`src/hdl/vptm_pkg.sv`:
```
`timescale 1ns / 1ps
// Shared types and constants for the versioned peer table merge block.
// Used by vptm_cell and versioned_peer_table_merge_core; depends on nothing.

package vptm_pkg;

    // Fixed field widths of the peer record and of the result item.
    localparam int ID_W      = 256;
    localparam int WORD_W    = 64;
    localparam int VER_W     = 32;
    localparam int SLOT_W    = 8;
    localparam int CFG_IDX_W = 3;

    // Configuration register indexes.
    localparam logic [CFG_IDX_W-1:0] CFG_OWN_ID0     = 3'd0;
    localparam logic [CFG_IDX_W-1:0] CFG_OWN_ID1     = 3'd1;
    localparam logic [CFG_IDX_W-1:0] CFG_OWN_ID2     = 3'd2;
    localparam logic [CFG_IDX_W-1:0] CFG_OWN_ID3     = 3'd3;
    localparam logic [CFG_IDX_W-1:0] CFG_ENTRY_LIMIT = 3'd4;

    localparam logic [SLOT_W-1:0] ENTRY_LIMIT_RESET = 8'd16;

    // Sequencer states.
    typedef enum logic [1:0] {
        ST_IDLE,
        ST_SELF,
        ST_SCAN,
        ST_DECIDE
    } state_t;

    // Search token handed from cell to cell along the chain.
    typedef struct packed {
        logic              valid;
        logic              hit;
        logic [SLOT_W-1:0] idx;
        logic [VER_W-1:0]  ver;
        logic              empty;
    } token_t;

    // Write command broadcast to every cell; the addressed cell takes it.
    typedef struct packed {
        logic              en;
        logic [SLOT_W-1:0] idx;
        logic [VER_W-1:0]  ver;
        logic [ID_W-1:0]   id;
    } wr_cmd_t;

endpackage

```
`src/hdl/vptm_cell.sv`:
```
`timescale 1ns / 1ps
// One peer table entry with its identifier comparator and a token stage.
// Depends on vptm_pkg for the token and write command types.

module vptm_cell #(
    parameter int CELL_IDX  = 0,
    parameter int INFO_BITS = 64
) (
    input  logic                       clk,
    input  logic                       rst_n,
    input  logic [vptm_pkg::SLOT_W-1:0] count,
    input  logic [vptm_pkg::ID_W-1:0]  probe_id,
    input  vptm_pkg::token_t           tok_in,
    output vptm_pkg::token_t           tok_out,
    input  vptm_pkg::wr_cmd_t          wr,
    input  logic [INFO_BITS-1:0]       wr_info
);

    logic [vptm_pkg::ID_W-1:0]  id_reg;
    logic [vptm_pkg::VER_W-1:0] ver_reg;
    logic [INFO_BITS-1:0]       info_reg;
    vptm_pkg::token_t           tok_reg;
    vptm_pkg::token_t           tok_next;
    logic                       in_range;
    logic                       match;
    logic                       wr_sel;

    // The entry takes part in the search only below the fill count.
    assign in_range = vptm_pkg::SLOT_W'(CELL_IDX) < count;
    assign match    = in_range && (id_reg == probe_id);
    assign wr_sel   = wr.en && (wr.idx == vptm_pkg::SLOT_W'(CELL_IDX));

    // The first matching entry claims the token; later cells pass it on.
    always_comb
    begin
        tok_next = tok_in;
        if (tok_in.valid && !tok_in.hit && match)
        begin
            tok_next.hit   = 1'b1;
            tok_next.idx   = vptm_pkg::SLOT_W'(CELL_IDX);
            tok_next.ver   = ver_reg;
            tok_next.empty = (id_reg == '0);
        end
    end

    always_ff @(posedge clk or negedge rst_n)
    begin
        if (!rst_n)
        begin
            tok_reg <= '0;
        end
        else
        begin
            tok_reg <= tok_next;
        end
    end

    // Entry storage, cleared on reset.
    always_ff @(posedge clk or negedge rst_n)
    begin
        if (!rst_n)
        begin
            id_reg   <= '0;
            ver_reg  <= '0;
            info_reg <= '0;
        end
        else if (wr_sel)
        begin
            id_reg   <= wr.id;
            ver_reg  <= wr.ver;
            info_reg <= wr_info;
        end
    end

    assign tok_out = tok_reg;

endmodule

```
`config.mk`:
```
export PLATFORM = sky130hd
export DESIGN_NAME = vptm_cell
export DESIGN_NICKNAME = d
export VERILOG_FILES = /design/src/hdl/vptm_pkg.sv /design/src/hdl/vptm_cell.sv
export SDC_FILE = /design/constraint.sdc
export NUM_CORES = 1
export LEC_CHECK = 0
export BUFFER_PORTS_ARGS = -buffer_cell sky130_fd_sc_hd__buf_4
export CORE_AREA = 2 2 281 283
export CTS_CLUSTER_DIAMETER = 40
export DETAILED_ROUTE_END_ITERATION = 10
export DIE_AREA = 0 0 283 285
export GPL_ROUTABILITY_DRIVEN = 0
export PLACE_DENSITY = 0.44
export SYNTH_ARGS = -nofsm -noshare
export SYNTH_HDL_FRONTEND = slang
export SYNTH_SLANG_ARGS = --single-unit
```
`constraint.sdc`:
```
create_clock -name clk -period 4.2 [get_ports clk]
set_input_delay 1.26 -clock clk [delete_from_list [all_inputs] [get_ports clk]]
set_output_delay 1.26 -clock clk [all_outputs]
set_load 0.05 [all_outputs]
```
==> results.sh <==
export IMPL_status="finished, final reports clean"
export IMPL_path_class="in -> reg"
export IMPL_post_synth_top_area_fraction=0.515
export IMPL_die_x_um=283
export IMPL_rsz0062_at_grt="no"
export IMPL_cp_top_family="simple AND/OR/NAND/NOR gates"
export IMPL_dpl_hpwl_mm=85.9
export IMPL_cts_repair_resized=0
export IMPL_cts_root_buffer="clkbuf_16"
export IMPL_grt_pass1_wl_mm=133
export IMPL_dpl_cell_area_um2=23000
export IMPL_numCtsBuffers=80
export IMPL_ant_nets=0
export IMPL_final_core_util=0.335
export IMPL_cp_data_required_time_ns=4.69
export IMPL_ys_seq_elements=331
export IMPL_coreArea_um2=78000
export IMPL_num_vias=14728
export IMPL_clkLatencyLatePin_ns=0.63
export IMPL_p_leak_uw=0.0129
export IMPL_synth_distinct_cells=35
export IMPL_fin_area_um2=26100
export IMPL_slew_headroom=0.351
export IMPL_routed_wirelength_mm=100
export IMPL_final_max_slew_viol_count=0
export IMPL_synth_edf_count=0
export IMPL_skew_ns=0.0349
export IMPL_critPathMaxFanout=42
export IMPL_synth_common_cells="dfrtp_1, mux2_2, inv_1"
export IMPL_start_util=0.206
export IMPL_clkPwrFrac=0.582
export IMPL_grt_overflow=0
export IMPL_hold_violations=0
export IMPL_worst_path_stages=9
export IMPL_synthTopCellsByArea="dfrtp_1, mux2_2, nor4_1"
export IMPL_swShare=0.250
export IMPL_startpoint_type="input port"
export IMPL_place_ws_ns=-0.402
export IMPL_dr_pass1_iters=5
export IMPL_largest_reg_flops=256
export IMPL_cp_common_cell="or4_1"
export IMPL_antenna_found_initial=40
export IMPL_synthesis_instances=1298
export IMPL_avgViaCountPerCell=4.55
export IMPL_cts_setup_buffers=0
export IMPL_clock_sinks=331
export IMPL_worst_endpoint_arrival_ns=4.47
export IMPL_holdWs_ns=0.481
export IMPL_r2r_cells=8
export IMPL_grt_usage=0.243
export IMPL_period_minus_slack_ns=3.97
export IMPL_async_reset_ff_frac=1.00
export IMPL_setup_violations=0
export IMPL_drc_errors=0
export IMPL_comb_power_share=0.123
export IMPL_dpl_cell_count=3074
export IMPL_clk_pin_slew_ns=0.05
export IMPL_slowest_stage="a2111oi_0"
export IMPL_cts_tree="yes"
export IMPL_rows=103
export IMPL_critPathCaptureType="register"
export IMPL_synthFlopType="dfrtp_1"
export IMPL_yosys_area_top_type="dfrtp_1"
export IMPL_grt_max_degree=101
export IMPL_cpPeakStageDelay_ns=0.67
export IMPL_peakVddDrop_mv=0.266
export IMPL_path_cells="buf_4 > nor2b_1 > a2111oi_0 > nand4_1 > or4_1 > or4_1 > nor4_4 > buf_12 > mux2_1"
export IMPL_p_per_area_nw_per_um2=460
export IMPL_first_global_vias=16004
export IMPL_yosys_warnings=0
export IMPL_drt_iter0_drc=894
export IMPL_clockBufferDepth=3
export IMPL_postLayoutSetupSlackWorst_ns=0.229
export IMPL_port_buffers=648
export IMPL_ys_seq_area_frac=0.515
export IMPL_p_switching_uw=3000
export IMPL_boundaryPins=713
export IMPL_syn_area_per_cell_um2=12.4
export IMPL_hold_buffers=0
export IMPL_wire_per_inst_um=30.9
export IMPL_hp_class="reg -> reg"
export IMPL_crit_buf_inv=2
export IMPL_holdPathStages=1
export IMPL_max_freq_ghz=0.252
export IMPL_cap_violations=0
export IMPL_yosysMostFrequentCell="dfrtp_1"
export IMPL_internal_power_uw=9000
export IMPL_stdcell_count=3234
export IMPL_p_seq_frac=0.295
export IMPL_netlist_area_um2=16100
export IMPL_syn_nets=1968
export IMPL_die_h_um=285
export IMPL_finalNetCount=2776
export IMPL_post_route_cells_drive_above_1_share=0.551
export IMPL_worst_pin_slew_ns=0.973
export IMPL_fin_crit_sh=0.946
export IMPL_areaGrowthSynthToFinish_pct=62.2
export IMPL_nFillCells=7940
export IMPL_htreeDepth=3
export IMPL_die_area_um2=80700
-- power groups by stage --
stage / Combinational, µW / Clock, µW / Sequential [µW]
after floorplan: 421 / 0 / 3570
after global placement: 1470 / 0 / 3590
after detailed placement: 1480 / 0 / 3590
after CTS: 1480 / 7100 / 3540
after global routing: 1560 / 7280 / 3560
final: 1470 / 6990 / 3540
-- worst register-to-register path: stages, from the launching register on --
cell and delay [ns]:
dfrtp_1 0.43, nor2b_1 0.20, a2111oi_0 0.65, nand4_1 0.25
or4_1 0.44, or4_1 0.56, nor4_4 0.33, buf_12 0.27
mux2_1 0.44
-- logic make-up (layout without fill, tap and decap cells) --
logic type      Yosys count  count (layout)  share of synthesized area
flops                   331             331                      0.515
compound gates          119             119                     0.0608
buf+inv                 152            1021                     0.0370
mux                     321             321                      0.225
simple gates            268             268                      0.104
xor+xnor                107             107                     0.0583
other cells               0              17                          0
-- final cells by class --
| cell class | instances | area [µm²] | area share |
|---|---|---|---|
| Inverter | 116 | 435 | 0.0167 |
| Timing Repair Buffer | 762 | 5800 | 0.222 |
| Tap cell | 1050 | 1310 | 0.0504 |
| Antenna cell | 17 | 42.5 | 0.00163 |
| Clock inverter | 51 | 878 | 0.0337 |
| Multi-Input combinational cell | 815 | 7210 | 0.276 |
| Sequential cell | 331 | 8280 | 0.318 |
| Clock buffer | 92 | 2120 | 0.0812 |
-- routing by layer --
layer,up-vias,share of wire,track usage
met4,36,0.020,0.0588
met1,7480,0.41,0.296
li1,6420,-,-
met2,667,0.48,0.408
met5,-,0.0021,0
met3,125,0.089,0.0863
-- metrics by stage --
stage / total power [µW] / TNS (ns)
floorplan: 3990 / 0
global placement: 5060 / -19.33
detailed placement: 5070 / -13.27
CTS: 12100 / 0
global route: 12400 / 0
finish: 12000 / 0
-- cells in the final DEF (no fill, tap or decap), types with 2 or more instances in the layout --
| cell type | n |
|---|---|
| o22ai_1 | 36 |
| xor2_1 | 55 |
| nor4_1 | 99 |
| nand4_1 | 42 |
| clkbuf_16 | 80 |
| nor2b_1 | 70 |
| a2111o_1 | 8 |
| o2111ai_1 | 10 |
| a2111oi_0 | 20 |
| buf_4 | 755 |
| clkbuf_1 | 5 |
| clkinv_2 | 11 |
| mux2_1 | 30 |
| nand2b_1 | 31 |
| o2bb2ai_1 | 18 |
| dfrtp_1 | 331 |
| bufinv_16 | 21 |
| a221oi_1 | 5 |
| inv_1 | 116 |
| clkinv_4 | 5 |
| or4_1 | 5 |
| xnor2_1 | 52 |
| clkinvlp_4 | 6 |
| a22oi_1 | 2 |
| buf_12 | 6 |
| nor3_1 | 5 |
| clkbuf_8 | 7 |
| nor2_1 | 4 |
| diode_2 | 17 |
| nand4b_1 | 2 |
| a22o_1 | 13 |
| inv_6 | 4 |
| nand2_1 | 5 |
| a221o_1 | 4 |
| clkinv_8 | 3 |
| mux2_2 | 290 |
-- final timing paths --
kind	from	to	slack [ns]
max in group asynchronous	rst_n	ver_reg[14]	2.46
worst max register to register	id_reg[47]	tok_out[9]	0.49
worst min-delay path	ver_reg[22]	tok_out[23]	0.48
min in group asynchronous	rst_n	tok_out[33]	0.75
worst min register to register	ver_reg[22]	tok_out[23]	0.48
worst max-delay path	probe_id[106]	tok_out[9]	0.23
(Power assumes the default switching activity.)
